[src/rtl/wsd_pkg.sv]
// Shared constants, types and constant tables of the window standard deviation
// settling detector. No dependencies; every other file takes names from here.
`default_nettype none

package wsd_pkg;

    // Window geometry and sample width
    localparam int WINDOW      = 16;
    localparam int SAMPLE_BITS = 24;
    localparam int IDX_W       = $clog2(WINDOW);
    localparam int CNT_W       = $clog2(WINDOW + 1);

    // Port field widths
    localparam int IN_SAMPLE_W = 24;
    localparam int MEAN_W      = 28;
    localparam int TARGET_W    = 16;
    localparam int STEP_W      = 20;
    localparam int CFG_IDX_W   = 1;
    localparam int CFG_DATA_W  = 20;

    // Datapath widths
    localparam int SUM_W    = SAMPLE_BITS + IDX_W;
    localparam int SQ_W     = 2 * SAMPLE_BITS + IDX_W;
    localparam int PROD_W   = 2 * SUM_W;
    localparam int LHS_W    = SQ_W + IDX_W;
    localparam int RHS_W    = PROD_W + 1;
    localparam int TSQ_W    = 2 * TARGET_W;
    localparam int LIM_W    = TSQ_W + 2 * IDX_W;
    localparam int STEPSQ_W = 2 * STEP_W;
    localparam int RAMP_W   = STEP_W + IDX_W;
    localparam int RC_W     = RAMP_W + SAMPLE_BITS;
    localparam int T1_W     = 2 * IDX_W;
    localparam int T2_W     = 3 * IDX_W;

    // Cycles the derived constants need after a register write or reset
    localparam int BUSY_W      = 2;
    localparam int PREP_CYCLES = 2;

    // Operation codes
    localparam logic OP_START  = 1'b0;
    localparam logic OP_SAMPLE = 1'b1;

    // Register indexes
    localparam logic [CFG_IDX_W-1:0] REG_TARGET_STDEV = CFG_IDX_W'(0);
    localparam logic [CFG_IDX_W-1:0] REG_PRESET_STEP  = CFG_IDX_W'(1);

    // Register reset values
    localparam logic [TARGET_W-1:0] TARGET_RESET = TARGET_W'(10);
    localparam logic [STEP_W-1:0]   STEP_RESET   = STEP_W'(1000);

    localparam logic [SAMPLE_BITS-1:0]   SAMPLE_MAX    = '1;
    localparam logic [2*SAMPLE_BITS-1:0] SAMPLE_MAX_SQ =
        (2 * SAMPLE_BITS)'(SAMPLE_MAX) * (2 * SAMPLE_BITS)'(SAMPLE_MAX);

    // Sum of j and of j*j for j below k, k = 0..WINDOW
    typedef logic [T1_W-1:0] lin_tab_t  [WINDOW+1];
    typedef logic [T2_W-1:0] quad_tab_t [WINDOW+1];

    function automatic lin_tab_t build_lin_tab();
        lin_tab_t tab;
        int acc;
        acc = 0;
        for (int k = 0; k <= WINDOW; k++)
        begin
            tab[k] = T1_W'(acc);
            acc    = acc + k;
        end
        return tab;
    endfunction

    function automatic quad_tab_t build_quad_tab();
        quad_tab_t tab;
        int acc;
        acc = 0;
        for (int k = 0; k <= WINDOW; k++)
        begin
            tab[k] = T2_W'(acc);
            acc    = acc + k * k;
        end
        return tab;
    endfunction

    localparam lin_tab_t  LIN_TAB  = build_lin_tab();
    localparam quad_tab_t QUAD_TAB = build_quad_tab();

    // Load and shift strobes for the row of window cells
    typedef struct packed {
        logic load;
        logic shift;
    } cell_ctl_t;

    // Register values and the constants derived from them
    typedef struct packed {
        logic                busy;
        logic [STEP_W-1:0]   step;
        logic [SUM_W-1:0]    init_sum;
        logic [SQ_W-1:0]     init_sq;
        logic [LIM_W-1:0]    lim;
    } consts_t;

endpackage

`default_nettype wire

[src/rtl/wsd_if.sv]
// Channel interfaces of the settling detector: input items, results and the
// register write channel. Depends on wsd_pkg for field widths.
`default_nettype none


interface wsd_cfg_if;
    logic                              valid;
    logic                              ready;
    logic [wsd_pkg::CFG_IDX_W-1:0]     index;
    logic [wsd_pkg::CFG_DATA_W-1:0]    data;

    modport source (output valid, index, data, input ready);
    modport sink   (input valid, index, data, output ready);
endinterface

`default_nettype wire

[src/rtl/wsd_prep.sv]
// Register file and derived constants: the start sums of the ramp window and
// the scaled target limit, built from registered squares. Depends on wsd_pkg, wsd_if.
`default_nettype none

module wsd_prep (
    input  logic              clk,
    input  logic              rst_n,
    wsd_cfg_if.sink           cfg,
    output wsd_pkg::consts_t  consts
);

    logic [wsd_pkg::TARGET_W-1:0] target_reg, target_next;
    logic [wsd_pkg::STEP_W-1:0]   step_reg, step_next;
    logic [wsd_pkg::BUSY_W-1:0]   busy_reg, busy_next;

    logic [wsd_pkg::CNT_W-1:0]    cnt;
    logic [wsd_pkg::CNT_W-1:0]    cnt_reg;
    logic [wsd_pkg::STEPSQ_W-1:0] step_sq_reg;
    logic [wsd_pkg::TSQ_W-1:0]    target_sq_reg;
    logic [wsd_pkg::SUM_W-1:0]    init_sum_reg;
    logic [wsd_pkg::SQ_W-1:0]     init_sq_reg;
    logic [wsd_pkg::LIM_W-1:0]    lim_reg;
    logic [wsd_pkg::CNT_W-1:0]    sat_cnt;
    logic                         write;

    assign cfg.ready = 1'b1;
    assign write     = cfg.valid && cfg.ready;

    always_comb
    begin
        target_next = target_reg;
        step_next   = step_reg;
        busy_next   = busy_reg;
        if (busy_reg != '0)
        begin
            busy_next = busy_reg - 1'b1;
        end
        if (write)
        begin
            busy_next = wsd_pkg::BUSY_W'(wsd_pkg::PREP_CYCLES);
            case (cfg.index)
                wsd_pkg::REG_TARGET_STDEV: target_next = wsd_pkg::TARGET_W'(cfg.data);
                wsd_pkg::REG_PRESET_STEP:  step_next   = wsd_pkg::STEP_W'(cfg.data);
                default:                   ;
            endcase
        end
    end

    always_ff @(posedge clk or negedge rst_n)
    begin
        if (!rst_n)
        begin
            target_reg <= wsd_pkg::TARGET_RESET;
            step_reg   <= wsd_pkg::STEP_RESET;
            busy_reg   <= wsd_pkg::BUSY_W'(wsd_pkg::PREP_CYCLES);
        end
        else
        begin
            target_reg <= target_next;
            step_reg   <= step_next;
            busy_reg   <= busy_next;
        end
    end

    // Count ramp slots that do not exceed the sample ceiling
    always_comb
    begin
        cnt = '0;
        for (int i = 0; i < wsd_pkg::WINDOW; i++)
        begin
            if (wsd_pkg::RC_W'(wsd_pkg::RAMP_W'(i) * wsd_pkg::RAMP_W'(step_reg))
                <= wsd_pkg::RC_W'(wsd_pkg::SAMPLE_MAX))
            begin
                cnt = cnt + 1'b1;
            end
        end
    end

    assign sat_cnt = wsd_pkg::CNT_W'(wsd_pkg::WINDOW) - cnt_reg;

    always_ff @(posedge clk)
    begin
        cnt_reg       <= cnt;
        step_sq_reg   <= wsd_pkg::STEPSQ_W'(step_reg) * wsd_pkg::STEPSQ_W'(step_reg);
        target_sq_reg <= wsd_pkg::TSQ_W'(target_reg) * wsd_pkg::TSQ_W'(target_reg);
        init_sum_reg  <= wsd_pkg::SUM_W'(
                             wsd_pkg::SUM_W'(step_reg)
                             * wsd_pkg::SUM_W'(wsd_pkg::LIN_TAB[cnt_reg])
                           + wsd_pkg::SUM_W'(sat_cnt) * wsd_pkg::SUM_W'(wsd_pkg::SAMPLE_MAX));
        init_sq_reg   <= wsd_pkg::SQ_W'(
                             wsd_pkg::SQ_W'(step_sq_reg)
                             * wsd_pkg::SQ_W'(wsd_pkg::QUAD_TAB[cnt_reg])
                           + wsd_pkg::SQ_W'(sat_cnt) * wsd_pkg::SQ_W'(wsd_pkg::SAMPLE_MAX_SQ));
        lim_reg       <= wsd_pkg::LIM_W'(target_sq_reg)
                       * wsd_pkg::LIM_W'(wsd_pkg::WINDOW * wsd_pkg::WINDOW);
    end

    assign consts.busy     = (busy_reg != '0);
    assign consts.step     = step_reg;
    assign consts.init_sum = init_sum_reg;
    assign consts.init_sq  = init_sq_reg;
    assign consts.lim      = lim_reg;

endmodule

`default_nettype wire

[src/flat_wrapper.sv]
// flat-port wrapper written by rule: the top's interface ports become plain ports
module wsd_prep_flat 
  (clk, rst_n, consts, cfg_valid, cfg_index, cfg_data, cfg_ready);
  wsd_cfg_if cfg_i ();
  input  logic clk;
  input  logic rst_n;
  output wsd_pkg::consts_t consts;
  input wire logic [$bits(cfg_i.valid)-1:0] cfg_valid;
  input wire logic [$bits(cfg_i.index)-1:0] cfg_index;
  input wire logic [$bits(cfg_i.data)-1:0] cfg_data;
  output wire logic [$bits(cfg_i.ready)-1:0] cfg_ready;
  assign cfg_i.valid = cfg_valid;
  assign cfg_i.index = cfg_index;
  assign cfg_i.data = cfg_data;
  assign cfg_ready = cfg_i.ready;
  wsd_prep u_core (.clk(clk), .rst_n(rst_n), .cfg(cfg_i), .consts(consts));
endmodule
[config.mk]
export PLATFORM = sky130hd
export DESIGN_NAME = wsd_prep_flat
export DESIGN_NICKNAME = d
export VERILOG_FILES = /design/src/rtl/wsd_pkg.sv /design/src/rtl/wsd_if.sv /design/src/rtl/wsd_prep.sv /design/src/flat_wrapper.sv
export SDC_FILE = /design/constraint.sdc
export NUM_CORES = 2
export LEC_CHECK = 0
export BUFFER_PORTS_ARGS = -buffer_cell sky130_fd_sc_hd__buf_2
export CAP_MARGIN = 20
export CORE_ASPECT_RATIO = 0.75
export CORE_MARGIN = 1
export CORE_UTILIZATION = 55
export DETAILED_ROUTE_END_ITERATION = 7
export PLACE_DENSITY = 0.73
export SYNTH_ARGS = -nofsm -noshare
export SYNTH_HDL_FRONTEND = slang
export SYNTH_SLANG_ARGS = --single-unit
[constraint.sdc]
create_clock -name clk -period 11.4 [get_ports clk]
set_input_delay 0.57 -clock clk [delete_from_list [all_inputs] [get_ports clk]]
set_output_delay 0.57 -clock clk [all_outputs]
set_load 0.1 [all_outputs]
==> impl_metrics.ini <==
[timing]
tightest_slew_ns = 0.954
timing.slew.headroom_pct = 36.3
finalSetupViolCount = 0
finalMaxSlewViolations = 0
period_needed_ns = 8.27
rsz0062_at_grt = false
tns_ns = 0
skew_ns = 0.0361
layout_worst_path_cycle_share_pct = 72.6
finalHoldViolCount = 0
fmax_mhz = 121

[setup_path]
path_cells = inv_1 > nor2_1 > fa_1 > ha_1 > a21o_1 > fa_1 > fa_1 > inv_1 > fa_1 > inv_1 > fa_1 > fa_1 > ha_1 > and3_1 > a221oi_1 > o221ai_1 > o21a_1 > o31a_1 > a311o_1 > a31o_2 > a311o_1 > a2111oi_2 > a211o_1
crit_top_cell = fa_1
end_kind = flip-flop
r2r_slack_ns = 3.13
cp-start-kind = flip-flop
critPathArrivalTime_ns = 8.76
required_ns = 11.89
criticalPathCategory = reg2reg
crit_fanout = 23
slowest_delay_ns = 0.88
slowest_stage = dfstp_2

[outcome]
outcome = completed

[clocking]
cts_made_buffers = 25
clock_latency_ns = 0.57
clock-sinks = 209
cts_resized = 0
cts_tree = yes
clock_path_buffers = 3
clkTransAtPathRegs_ns = 0.07
clockRootBuffer = clkbuf_16
htreeDepth = 1
ctsHoldBuffers = 0
postCtsSetupBuffers = 0

[run]
maxCapViolations = 0

[floorplanning]
die_w_um = 279
initial_core_util_pct = 56.1
dieArea_um2 = 58400
core_um2 = 56300
rows = 75
die_y_um = 210
io_pins = 166

[synthesis]
synth_fa_ha_area_share_pct = 54.4
synth_cells = 3230
ys_types = 62
synth_top_flop_cell = dfxtp_1
synth_top_family_by_area = adder cells
async_flop_share_pct = 18.2
synth_area_um2 = 31600
synth_edf_count = 0
synth_compound_area_share_pct = 7.80
yosys_warnings = 0
synthMuxAreaShare_pct = 0.998
syn_area_per_cell_um2 = 9.79
synth-simple-area-share_pct = 7.96
ys_seq_area_share_pct = 13.9
synth_xor_area_share_pct = 3.96
synth_seq_cells = 209

[global_route]
grt_pass1_wl_um = 113000
use_met2_pct = 34.9
overflow = 0
use_met3_pct = 5.54
grt_pass1_vias = 22300
grt_start_max_net_pins = 39
grt_antenna_before_repair = 1
met1_usage_pct = 36.8
gr-max-usage-layer = met1
track_usage_pct = 23.9

[drt]
firstDrtPassIters = 5
drc_errors = 0
ant_nets = 0
wl_per_cell_um = 16.0
drt-total-wl_um = 65800
routed_via_density = 5.11
drt_iter0_drc = 1352
vias = 20900

[final_layout]
largest_reg_flops = 47
n_antenna_cell = 0
stdcell_count = 4102
area_delta_synth_final_pct = 7.20
final_layout_size_suffix_gt1_share_pct = 7.48
nets = 4397
fin_area_um2 = 33900

[placed_design]
place.gp.congestion = 0.908
portBuffers = 147
place_hpwl_um = 54900
post_dp_cell_area_um2 = 33000
dp_cells = 4057

[hold_path]
worstHoldPathType = in2async
==> synthesized netlist by cell type, types with 5 or more instances <==
library cell	number	share of area, %
and2_1	99	2.0
a31oi_1	12	0.24
buf_4	20	0.47
inv_1	818	9.7
o21ai_0	42	0.66
o21a_1	18	0.43
clkbuf_1	65	0.77
a211o_1	10	0.28
mux2_2	28	1.0
ha_1	432	17
nand2_1	229	2.7
nand2b_1	9	0.18
nand4_1	11	0.22
or3_1	6	0.12
o21ai_1	16	0.25
o21bai_1	19	0.45
and3_1	11	0.22
fa_1	588	37
o211ai_1	6	0.14
nor2b_1	15	0.30
xor2_1	45	1.2
nor3_1	19	0.30
dfxtp_1	171	11
dfrtp_1	29	2.3
or2_2	5	0.099
a211oi_1	16	0.38
xnor2_1	98	2.7
nand3_1	17	0.27
o31ai_1	5	0.12
a21oi_1	117	1.9
a21o_1	79	1.9
dfstp_2	9	0.75
nor2_1	112	1.3
==> worst max-delay path, delay by kind of cell, from the launching register on <==
kind / cells / cell delay, ns
buffers and inverters: 3 / 0.38
adders and majority gates: 8 / 3.68
and+or+nand+nor: 2 / 0.44
AOI/OAI and AO/OA: 10 / 2.83
DFF: 1 / 0.88
==> stage by stage <==
step	utilization [%]	setup slack (ns)	hold slack, ns
after floorplan	-	3.14	0.274
after global placement	58.7	3.39	0.313
after detailed placement	58.7	3.20	0.312
after CTS	60.2	3.16	0.128
after global routing	60.2	2.79	0.188
final	60.2	3.13	0.130
==> cells in the final DEF (no fill, tap or decap), types with 15 or more instances in the layout <==
cell         n
a211oi_1    16
a21o_1      79
a21oi_1    117
and2_1      99
buf_2      147
buf_4       15
clkbuf_16   25
conb_1      22
dfrtp_1     29
dfxtp_1    171
fa_1       588
ha_1       432
inv_1      818
mux2_2      28
nand2_1    229
nand3_1     17
nor2_1     112
nor3_1      19
o21a_1      18
o21ai_0     42
o21ai_1     16
o21bai_1    19
xnor2_1     98
xor2_1      45
==> worst paths after layout <==
path / startpoint / end / cells past startpoint
max in group asynchronous: rst_n / u_core.step_reg[0] / 1
min: rst_n / u_core.step_reg[16] / 1
max reg2reg: u_core.step_reg[6] / u_core.step_sq_reg[38] / 23
min in group clk: cfg_valid / u_core.busy_reg[0] / 2
min reg2reg: u_core.target_sq_reg[8] / u_core.lim_reg[16] / 0
max: u_core.step_reg[6] / u_core.step_sq_reg[38] / 23
==> final cells by class <==
class / instances / area [um2]
Fill cell: 4826 / 22400
Sequential cell: 209 / 4390
Tap cell: 731 / 915
Clock buffer: 31 / 678
Inverter: 819 / 3070
Clock inverter: 14 / 163
Timing Repair Buffer: 162 / 848
Multi-Input combinational cell: 2136 / 23800
==> metal layers <==
| metal | wire length, um | vias up |
|---|---|---|
| met5 | 13 | - |
| met4 | 854 | 2 |
| met3 | 5240 | 47 |
| met2 | 26500 | 578 |
| met1 | 33200 | 10200 |
| li1 | - | 10100 |
==> cells by family after synthesis <==
logic type	after synthesis
fa+ha+maj	1021
compound gates	378
simple gates	544
flops	209
mux	28
buf+inv	905
other cells	2
xor+xnor	143
Power is not shown: default switching activity piles up to over one toggle a cycle in this logic, so the estimate is an artifact.
