[src/rtl/wsd_pkg.sv]
// Shared constants, types and constant tables of the window standard deviation
// settling detector. No dependencies; every other file takes names from here.
`default_nettype none

package wsd_pkg;

    // Window geometry and sample width
    localparam int WINDOW      = 16;
    localparam int SAMPLE_BITS = 24;
    localparam int IDX_W       = $clog2(WINDOW);
    localparam int CNT_W       = $clog2(WINDOW + 1);

    // Port field widths
    localparam int IN_SAMPLE_W = 24;
    localparam int MEAN_W      = 28;
    localparam int TARGET_W    = 16;
    localparam int STEP_W      = 20;
    localparam int CFG_IDX_W   = 1;
    localparam int CFG_DATA_W  = 20;

    // Datapath widths
    localparam int SUM_W    = SAMPLE_BITS + IDX_W;
    localparam int SQ_W     = 2 * SAMPLE_BITS + IDX_W;
    localparam int PROD_W   = 2 * SUM_W;
    localparam int LHS_W    = SQ_W + IDX_W;
    localparam int RHS_W    = PROD_W + 1;
    localparam int TSQ_W    = 2 * TARGET_W;
    localparam int LIM_W    = TSQ_W + 2 * IDX_W;
    localparam int STEPSQ_W = 2 * STEP_W;
    localparam int RAMP_W   = STEP_W + IDX_W;
    localparam int RC_W     = RAMP_W + SAMPLE_BITS;
    localparam int T1_W     = 2 * IDX_W;
    localparam int T2_W     = 3 * IDX_W;

    // Cycles the derived constants need after a register write or reset
    localparam int BUSY_W      = 2;
    localparam int PREP_CYCLES = 2;

    // Operation codes
    localparam logic OP_START  = 1'b0;
    localparam logic OP_SAMPLE = 1'b1;

    // Register indexes
    localparam logic [CFG_IDX_W-1:0] REG_TARGET_STDEV = CFG_IDX_W'(0);
    localparam logic [CFG_IDX_W-1:0] REG_PRESET_STEP  = CFG_IDX_W'(1);

    // Register reset values
    localparam logic [TARGET_W-1:0] TARGET_RESET = TARGET_W'(10);
    localparam logic [STEP_W-1:0]   STEP_RESET   = STEP_W'(1000);

    localparam logic [SAMPLE_BITS-1:0]   SAMPLE_MAX    = '1;
    localparam logic [2*SAMPLE_BITS-1:0] SAMPLE_MAX_SQ =
        (2 * SAMPLE_BITS)'(SAMPLE_MAX) * (2 * SAMPLE_BITS)'(SAMPLE_MAX);

    // Sum of j and of j*j for j below k, k = 0..WINDOW
    typedef logic [T1_W-1:0] lin_tab_t  [WINDOW+1];
    typedef logic [T2_W-1:0] quad_tab_t [WINDOW+1];

    function automatic lin_tab_t build_lin_tab();
        lin_tab_t tab;
        int acc;
        acc = 0;
        for (int k = 0; k <= WINDOW; k++)
        begin
            tab[k] = T1_W'(acc);
            acc    = acc + k;
        end
        return tab;
    endfunction

    function automatic quad_tab_t build_quad_tab();
        quad_tab_t tab;
        int acc;
        acc = 0;
        for (int k = 0; k <= WINDOW; k++)
        begin
            tab[k] = T2_W'(acc);
            acc    = acc + k * k;
        end
        return tab;
    endfunction

    localparam lin_tab_t  LIN_TAB  = build_lin_tab();
    localparam quad_tab_t QUAD_TAB = build_quad_tab();

    // Load and shift strobes for the row of window cells
    typedef struct packed {
        logic load;
        logic shift;
    } cell_ctl_t;

    // Register values and the constants derived from them
    typedef struct packed {
        logic                busy;
        logic [STEP_W-1:0]   step;
        logic [SUM_W-1:0]    init_sum;
        logic [SQ_W-1:0]     init_sq;
        logic [LIM_W-1:0]    lim;
    } consts_t;

endpackage

`default_nettype wire

[src/rtl/wsd_cell.sv]
// One window cell: holds a sample, passes it to its neighbor on a shift and
// loads its saturated ramp value on a start. Depends on wsd_pkg.
`default_nettype none

module wsd_cell (
    input  logic                              clk,
    input  wsd_pkg::cell_ctl_t                ctl,
    input  logic [wsd_pkg::IDX_W-1:0]         idx,
    input  logic [wsd_pkg::STEP_W-1:0]        step,
    input  logic [wsd_pkg::SAMPLE_BITS-1:0]   din,
    output logic [wsd_pkg::SAMPLE_BITS-1:0]   dout
);

    logic [wsd_pkg::RAMP_W-1:0]      ramp_full;
    logic [wsd_pkg::SAMPLE_BITS-1:0] ramp_val;
    logic [wsd_pkg::SAMPLE_BITS-1:0] val_reg;
    logic [wsd_pkg::SAMPLE_BITS-1:0] val_next;

    assign ramp_full = wsd_pkg::RAMP_W'(idx) * wsd_pkg::RAMP_W'(step);

    // Clamp the ramp to the largest sample
    assign ramp_val = (wsd_pkg::RC_W'(ramp_full) > wsd_pkg::RC_W'(wsd_pkg::SAMPLE_MAX))
                    ? wsd_pkg::SAMPLE_MAX
                    : wsd_pkg::SAMPLE_BITS'(ramp_full);

    always_comb
    begin
        val_next = val_reg;
        if (ctl.load)
        begin
            val_next = ramp_val;
        end
        else if (ctl.shift)
        begin
            val_next = din;
        end
    end

    always_ff @(posedge clk)
    begin
        val_reg <= val_next;
    end

    assign dout = val_reg;

endmodule

`default_nettype wire

[config.mk]
export PLATFORM = sky130hd
export DESIGN_NAME = wsd_cell
export DESIGN_NICKNAME = d
export VERILOG_FILES = /design/src/rtl/wsd_pkg.sv /design/src/rtl/wsd_cell.sv
export SDC_FILE = /design/constraint.sdc
export NUM_CORES = 1
export LEC_CHECK = 0
export BUFFER_PORTS_ARGS = -buffer_cell sky130_fd_sc_hd__buf_2
export CAP_MARGIN = 20
export CORE_MARGIN = 3
export CORE_UTILIZATION = 38
export CTS_BUF_LIST = sky130_fd_sc_hd__clkbuf_4 sky130_fd_sc_hd__clkbuf_8
export DETAILED_ROUTE_END_ITERATION = 10
export GPL_ROUTABILITY_DRIVEN = 1
export PLACE_DENSITY = 0.68
export SLEW_MARGIN = 10
export SYNTH_ARGS = -nofsm -noshare
export SYNTH_HDL_FRONTEND = slang
export SYNTH_SLANG_ARGS = --single-unit
[constraint.sdc]
create_clock -name clk -period 10.98 [get_ports clk]
set_input_delay 2.196 -clock clk [delete_from_list [all_inputs] [get_ports clk]]
set_output_delay 2.196 -clock clk [all_outputs]
set_load 0.03 [all_outputs]
==> impl_metrics.py, run 1 <==
metrics = {
    "outcome": {
        "status": "completed",
    },
    "floorplanning": {
        "ios": 75,
        "start_util_pct": 39.7,
        "die_area_um2": 11000,
        "die_h_um": 105,
        "core-area_um2": 9370,
        "row_count": 35,
        "dieWidth_um": 105,
    },
    "sta": {
        "tns_ns": 0,
        "rsz0062_at_grt": "false",
        "setup_viol": 0,
        "fmax_mhz": 184,
        "slew_viol_final": 0,
        "fin_crit_sh_pct": 49.5,
        "slew-limit-headroom_pct": 60.6,
        "final-hold-violation-count": 0,
        "period_needed_ns": 5.44,
        "tightest_slew_ns": 0.592,
    },
    "grt": {
        "grt_pass1_wl_um": 14300,
        "gr-usage-all-layers_pct": 15.4,
        "grt_max_degree": 31,
        "antenna_found_initial": 0,
        "overflow": 0,
        "grt_pass1_vias": 3043,
    },
    "synthesis": {
        "synth_area_um2": 3720,
        "ys_dominant_reg_cell": "edfxtp_1",
        "synth_area_leaders": "fa_1 (19%), edfxtp_1 (19%), ha_1 (9.4%)",
        "yosysSeqAreaShare_pct": 19.3,
        "avgSynthCellArea_um2": 8.58,
        "yosysUniqueCellTypes": 54,
        "ys_warn_count": 0,
        "synth-async-reset-ratio_pct": 0,
        "synth_top_cell_by_area": "fa_1",
        "postSynthCellCount": 434,
        "synth_most_common_cell": "inv_1",
        "ys_ff_latch": 24,
        "synth_nets": 549,
        "synth_top_area_share_pct": 19.3,
        "synth_top_cells_by_count": "inv_1 (76), and2_1 (55), nand2_1 (47)",
        "synth-edff-count": 24,
    },
    "cells_and_area": {
        "area_delta_synth_final_pct": 14.2,
        "antenna_cells": 0,
        "nets": 610,
        "fin_cells": 623,
        "largest_reg_flops": 24,
        "drive_gt1_share_pct": 21.5,
    },
    "routing": {
        "routedWlPerCell_um": 13.3,
        "antenna_left": 0,
        "drc_errors": 0,
        "dr.pass1.iters": 6,
        "dr.first_iter.drc_count": 116,
        "viasPerCell": 4.88,
        "drt-total-wl_um": 8300,
        "vias": 3043,
    },
    "worst_setup_path": {
        "path_class": "in -> reg",
        "cpPeakStageDelay_ns": 0.56,
        "path_max_fanout": 20,
        "crit_buf_inv": 1,
        "arrival_ns": 5.45,
        "crit_top_cell": "fa_1",
        "cp_slowest_cell": "fa_1",
        "worstPathRequired_ns": 10.99,
        "crit_chain": "buf_2, nand2_1, fa_1, fa_1, fa_1, nand2b_1, a21oi_2, nor3_2, o211a_1, o2111ai_1, or3b_1",
        "start_kind": "primary input",
        "worst_path_dominant_cell_family": "adder cells",
        "cp-end-kind": "register",
    },
    "clock_tree": {
        "cts_tree": "yes",
        "clkTransAtPathRegs_ns": 0.08,
        "cts_max_level": 1,
        "cts_setup_buffers": 0,
        "cts_made_buffers": 3,
        "post_cts_resize_count": 0,
        "root_buffer": "clkbuf_8",
        "holdBufCountCts": 0,
        "clock_path_buffers": 2,
        "cts.sinks": 24,
    },
    "power_and_ir_drop": {
        "p_sw_mw": 0.250,
        "p_sw_share_pct": 44.4,
        "comb_power_share_pct": 62.5,
        "p_clk_share_pct": 13.2,
        "pwr-share-seq_pct": 24.3,
        "power.density_nw_per_um2": 132,
        "peakVddDrop_v": 0.0000719,
        "p_leak_nw": 2.05,
        "p_int_mw": 0.313,
    },
    "place": {
        "post-place-cells": 619,
        "dpl.hpwl_um": 7010,
        "port_buffers": 74,
        "routabilityCongestion": 0.881,
    },
    "hold_path": {
        "hp-class": "in -> reg",
    },
    "job": {
        "maxCapViolations": 0,
    },
}
[area by class of cell]
type | count | area, um^2
sequential | 24 | 721
clock inverter | 1 | 30.0
timing repair buffer | 74 | 370
clock buffer | 3 | 41.3
inverter | 76 | 285
fill | 929 | 5120
multi-input combinational | 316 | 2650
tap | 129 | 161
[path summary, 6_finish.rpt]
| check | from | endpoint | slack [ns] | cells after the start |
|---|---|---|---|---|
| hold / removal | din[17] | dout[17]$_DFFE_PP_ | 2.24 | 2 |
| setup / recovery | idx[3] | dout[22]$_DFFE_PP_ | 5.54 | 11 |
[per-stage QoR]
step	utilization [%]	setup WS [ns]	hold slack [ns]	area, um^2	power (mW)
after floorplan	-	5.57	2.39	3720	0.407
after global placement	44.6	5.30	2.49	4180	0.486
after detailed placement	44.6	5.26	2.50	4180	0.489
after CTS	45.4	5.54	2.23	4250	0.566
after global routing	45.4	5.35	2.22	4250	0.615
final	45.4	5.54	2.24	4250	0.563
[cells in the final DEF (no fill, tap or decap), drive strengths merged, types with 2 or more instances in the layout]
cell,instances
o311ai,3
a211oi,3
inv,76
or2,2
edfxtp,24
o21ai,13
a21oi,23
nand2b,3
mux2,16
a22oi,2
fa,36
nor3,8
buf,74
nand3,13
a31oi,2
o22ai,2
nand2,47
nand4,5
and2,55
o211ai,3
xor2,9
nor4,2
clkbuf,3
nor2,16
xnor2,6
ha,28
and3,2
[per-layer routing]
layer	GRT usage, %	vias to the layer above	routed length [um]
li1	-	1547	-
met1	22.6	1415	4210
met2	24.2	75	3680
met3	1.85	6	340
met4	3.94	0	66
met5	0	-	0
[power groups by stage]
| stage | Combinational, mW | Sequential [mW] | Clock (mW) |
|---|---|---|---|
| after floorplan | 0.217 | 0.189 | 0 |
| after global placement | 0.348 | 0.139 | 0 |
| after detailed placement | 0.350 | 0.140 | 0 |
| after CTS | 0.352 | 0.138 | 0.0765 |
| after global routing | 0.394 | 0.140 | 0.0810 |
| final | 0.351 | 0.137 | 0.0744 |
[cells by family after synthesis]
family	after synthesis	share of synthesized area, %
simple gates	161	23.0
buf+inv	94	9.64
fa+ha+maj	64	28.8
compound gates	59	10.6
flops	24	19.3
mux	17	5.11
xor+xnor	15	3.53
Power figures use the tool's default switching activity.
==> run 2, diff against run 1 <==
--- a/config.mk
+++ b/config.mk
@@ -5,6 +5,7 @@
 export SDC_FILE = /design/constraint.sdc
 export NUM_CORES = 1
 export LEC_CHECK = 0
+export ABC_AREA = 1
 export BUFFER_PORTS_ARGS = -buffer_cell sky130_fd_sc_hd__buf_2
 export CAP_MARGIN = 20
 export CORE_MARGIN = 3
@@ -12,7 +13,7 @@
 export CTS_BUF_LIST = sky130_fd_sc_hd__clkbuf_4 sky130_fd_sc_hd__clkbuf_8
 export DETAILED_ROUTE_END_ITERATION = 10
 export GPL_ROUTABILITY_DRIVEN = 1
-export PLACE_DENSITY = 0.68
+export PLACE_DENSITY = 0.67
 export SLEW_MARGIN = 10
 export SYNTH_ARGS = -nofsm -noshare
 export SYNTH_HDL_FRONTEND = slang
==> constraint.sdc (replaced) <==
create_clock -name clk -period 5.6 [get_ports clk]
set_input_delay 1.12 -clock clk [delete_from_list [all_inputs] [get_ports clk]]
set_output_delay 1.12 -clock clk [all_outputs]
set_load 0.03 [all_outputs]
==> run 2 against run 1 <==
  * Core utilization is 0.21 points higher
  * Critical path depth is 4 higher
  * Combinational power is 91% higher
  * Synthesized cell count is 46% higher
  * Non-clock buffer count stayed put
  * Clock power is 95% higher
  * Die area is 7.2% higher
  * Sequential share of layout area is 1.1 points lower
  * Flip-flop and latch count stayed put
  * Cell count is 34% higher
  * Sequential power is 86% higher
  * Synthesized area is 7.7% higher
==> impl_metrics.py, run 2 <==
metrics = {
    "synthesis": {
        "synth_compound_area_share_pct": 3.24,
        "synthXorXnorAreaFrac_pct": 1.53,
        "ys_ff_latch": 24,
        "synth_most_common_cell": "nand2_1",
        "synth-edff-count": 24,
        "yosysUniqueCellTypes": 26,
        "postSynthCellCount": 634,
        "muxShareOfSynthArea_pct": 0,
        "avgSynthCellArea_um2": 6.33,
        "synth_area_um2": 4010,
        "yosysSeqAreaShare_pct": 18.0,
        "synth_top_area_share_pct": 23.3,
        "synth-simple-area-share_pct": 32.2,
        "ys_dominant_reg_cell": "edfxtp_1",
        "synth_top_cell_by_area": "nand2_1",
        "synth_nets": 749,
        "synth_top_cells_by_count": "nand2_1 (249), inv_1 (179), fa_1 (36)",
        "ys_warn_count": 0,
        "synth_top_family_by_area": "simple AND/OR/NAND/NOR gates",
        "synth-async-reset-ratio_pct": 0,
        "yosys.area_share.adder_pct": 26.7,
        "synth_area_leaders": "nand2_1 (23%), fa_1 (18%), edfxtp_1 (18%)",
    },
    "power_and_ir_drop": {
        "peakVddDrop_v": 0.000168,
        "p_leak_nw": 2.93,
        "power.density_nw_per_um2": 235,
        "finalPower_mw": 1.07,
    },
    "clock_tree": {
        "cts.sinks": 24,
        "cts_max_level": 1,
        "holdBufCountCts": 0,
        "cts_setup_buffers": 0,
        "clkTransAtPathRegs_ns": 0.08,
        "post_cts_resize_count": 0,
        "clock_path_buffers": 2,
        "cts_tree": "yes",
        "cts_made_buffers": 3,
        "root_buffer": "clkbuf_8",
    },
    "grt": {
        "antenna_found_initial": 0,
        "grt_pass1_wl_um": 15100,
        "grt_max_degree": 34,
        "overflow": 0,
        "gr-usage-all-layers_pct": 15.5,
        "grt_pass1_vias": 3513,
    },
    "floorplanning": {
        "ios": 75,
        "row_count": 36,
        "die_h_um": 109,
        "start_util_pct": 40.1,
        "die_area_um2": 11800,
        "dieWidth_um": 109,
        "core-area_um2": 10000,
    },
    "cells_and_area": {
        "regArea_um2": 721,
        "final_cell_mix": "nand2_1 (249), inv_1 (179), buf_2 (74)",
        "num-fill-cells": 1090,
        "final_core_util_pct": 45.6,
        "area_delta_synth_final_pct": 13.7,
        "layout_commonest_cell": "nand2_1",
        "antenna_cells": 0,
        "nets": 815,
        "multi_input_area_um2": 2550,
        "largest_reg_flops": 24,
        "drive_gt1_share_pct": 12.2,
    },
    "worst_setup_path": {
        "cp_slowest_cell": "fa_1",
        "worst_path_dominant_cell_family": "adder cells",
        "crit_buf_inv": 2,
        "crit_chain": "buf_2, nand2_1, fa_1, fa_1, fa_1, inv_1, nand3_1, nand3_1, nand2_1, nand2_1, nand2_1, nand2_1, nand2_1, nand3_1, nand2_1",
        "cpPeakStageDelay_ns": 0.54,
        "path_depth": 15,
        "path_class": "in -> reg",
        "cp-end-kind": "register",
        "crit_top_cell": "nand2_1",
        "arrival_ns": 3.99,
        "path_max_fanout": 20,
        "worstPathRequired_ns": 5.62,
        "start_kind": "primary input",
    },
    "sta": {
        "tns_ns": 0,
        "fin_crit_sh_pct": 70.9,
        "rsz0062_at_grt": "false",
        "period_needed_ns": 3.97,
        "setup_slack_ns": 1.63,
        "slew-limit-headroom_pct": 43.3,
        "final-hold-violation-count": 0,
        "setup_viol": 0,
        "slew_viol_final": 0,
        "tightest_slew_ns": 0.849,
        "fmax_mhz": 252,
        "holdWs_ns": 1.12,
    },
    "routing": {
        "dr.pass1.iters": 5,
        "antenna_left": 0,
        "vias": 3681,
        "drc_errors": 0,
        "drt-total-wl_um": 8910,
        "routedWlPerCell_um": 10.7,
        "dr.first_iter.drc_count": 229,
        "viasPerCell": 4.42,
    },
    "place": {
        "dpl.hpwl_um": 7850,
        "port_buffers": 74,
        "routabilityCongestion": 0.914,
        "pre_cts_slack_ns": 1.33,
    },
    "outcome": {
        "status": "completed",
    },
    "hold_path": {
        "hold_depth": 3,
        "hp-class": "in -> reg",
    },
    "job": {
        "maxCapViolations": 0,
    },
}
[run 2: cell count changes after synthesis, sizes merged, moves of 4 or more]
cell and change:
and2 -54, nand3 +15, mux2 -16, nand2 +203, nand3b +6, xor2 -8
nor2 +10, nor3 -4, a21oi -10, inv +105
[run 2: layer usage]
metal  routed length, um  GRT usage, %  part of all wire, %
met4                 104          3.97                  1.2
met1                4510          22.7                   51
met3                 486         0.947                  5.5
met5                   0             0                    0
met2                3810          25.0                   43
[run 2: metrics by stage]
| stage | area [um^2] | instances |
|---|---|---|
| 2_1_floorplan | 4010 | 634 |
| 3_3_place_gp | 4490 | 828 |
| 3_5_place_dp | 4490 | 828 |
| 4_1_cts | 4560 | 832 |
| 5_1_grt | 4560 | 832 |
| 6_report | 4560 | 832 |
[run 2: final timing paths]
kind | slack (ns) | from | to
worst max-delay path | 1.63 | idx[3] | dout[18]$_DFFE_PP_
worst min-delay path | 1.12 | din[1] | dout[1]$_DFFE_PP_
[run 2: logic make-up after synthesis]
kind of cell / after synthesis
compound gates: 24
fa+ha+maj: 64
buf+inv: 194
flops: 24
simple gates: 321
xor+xnor: 7
[run 2: cell type report]
| type | count | share of cell area [%] |
|---|---|---|
| clock buffer | 3 | 0.905 |
| timing repair buffer | 74 | 8.12 |
| multi-input combinational | 416 | 56.0 |
| clock inverter | 1 | 0.658 |
| inverter | 181 | 14.9 |
| sequential | 24 | 15.8 |
| tap | 133 | 3.65 |
[run 2: power by group]
part / switching [mW] / internal (mW)
logic: 0.445 / 0.224
clock network: 0.0496 / 0.0955
registers: 0.00812 / 0.247
total: 0.503 / 0.567
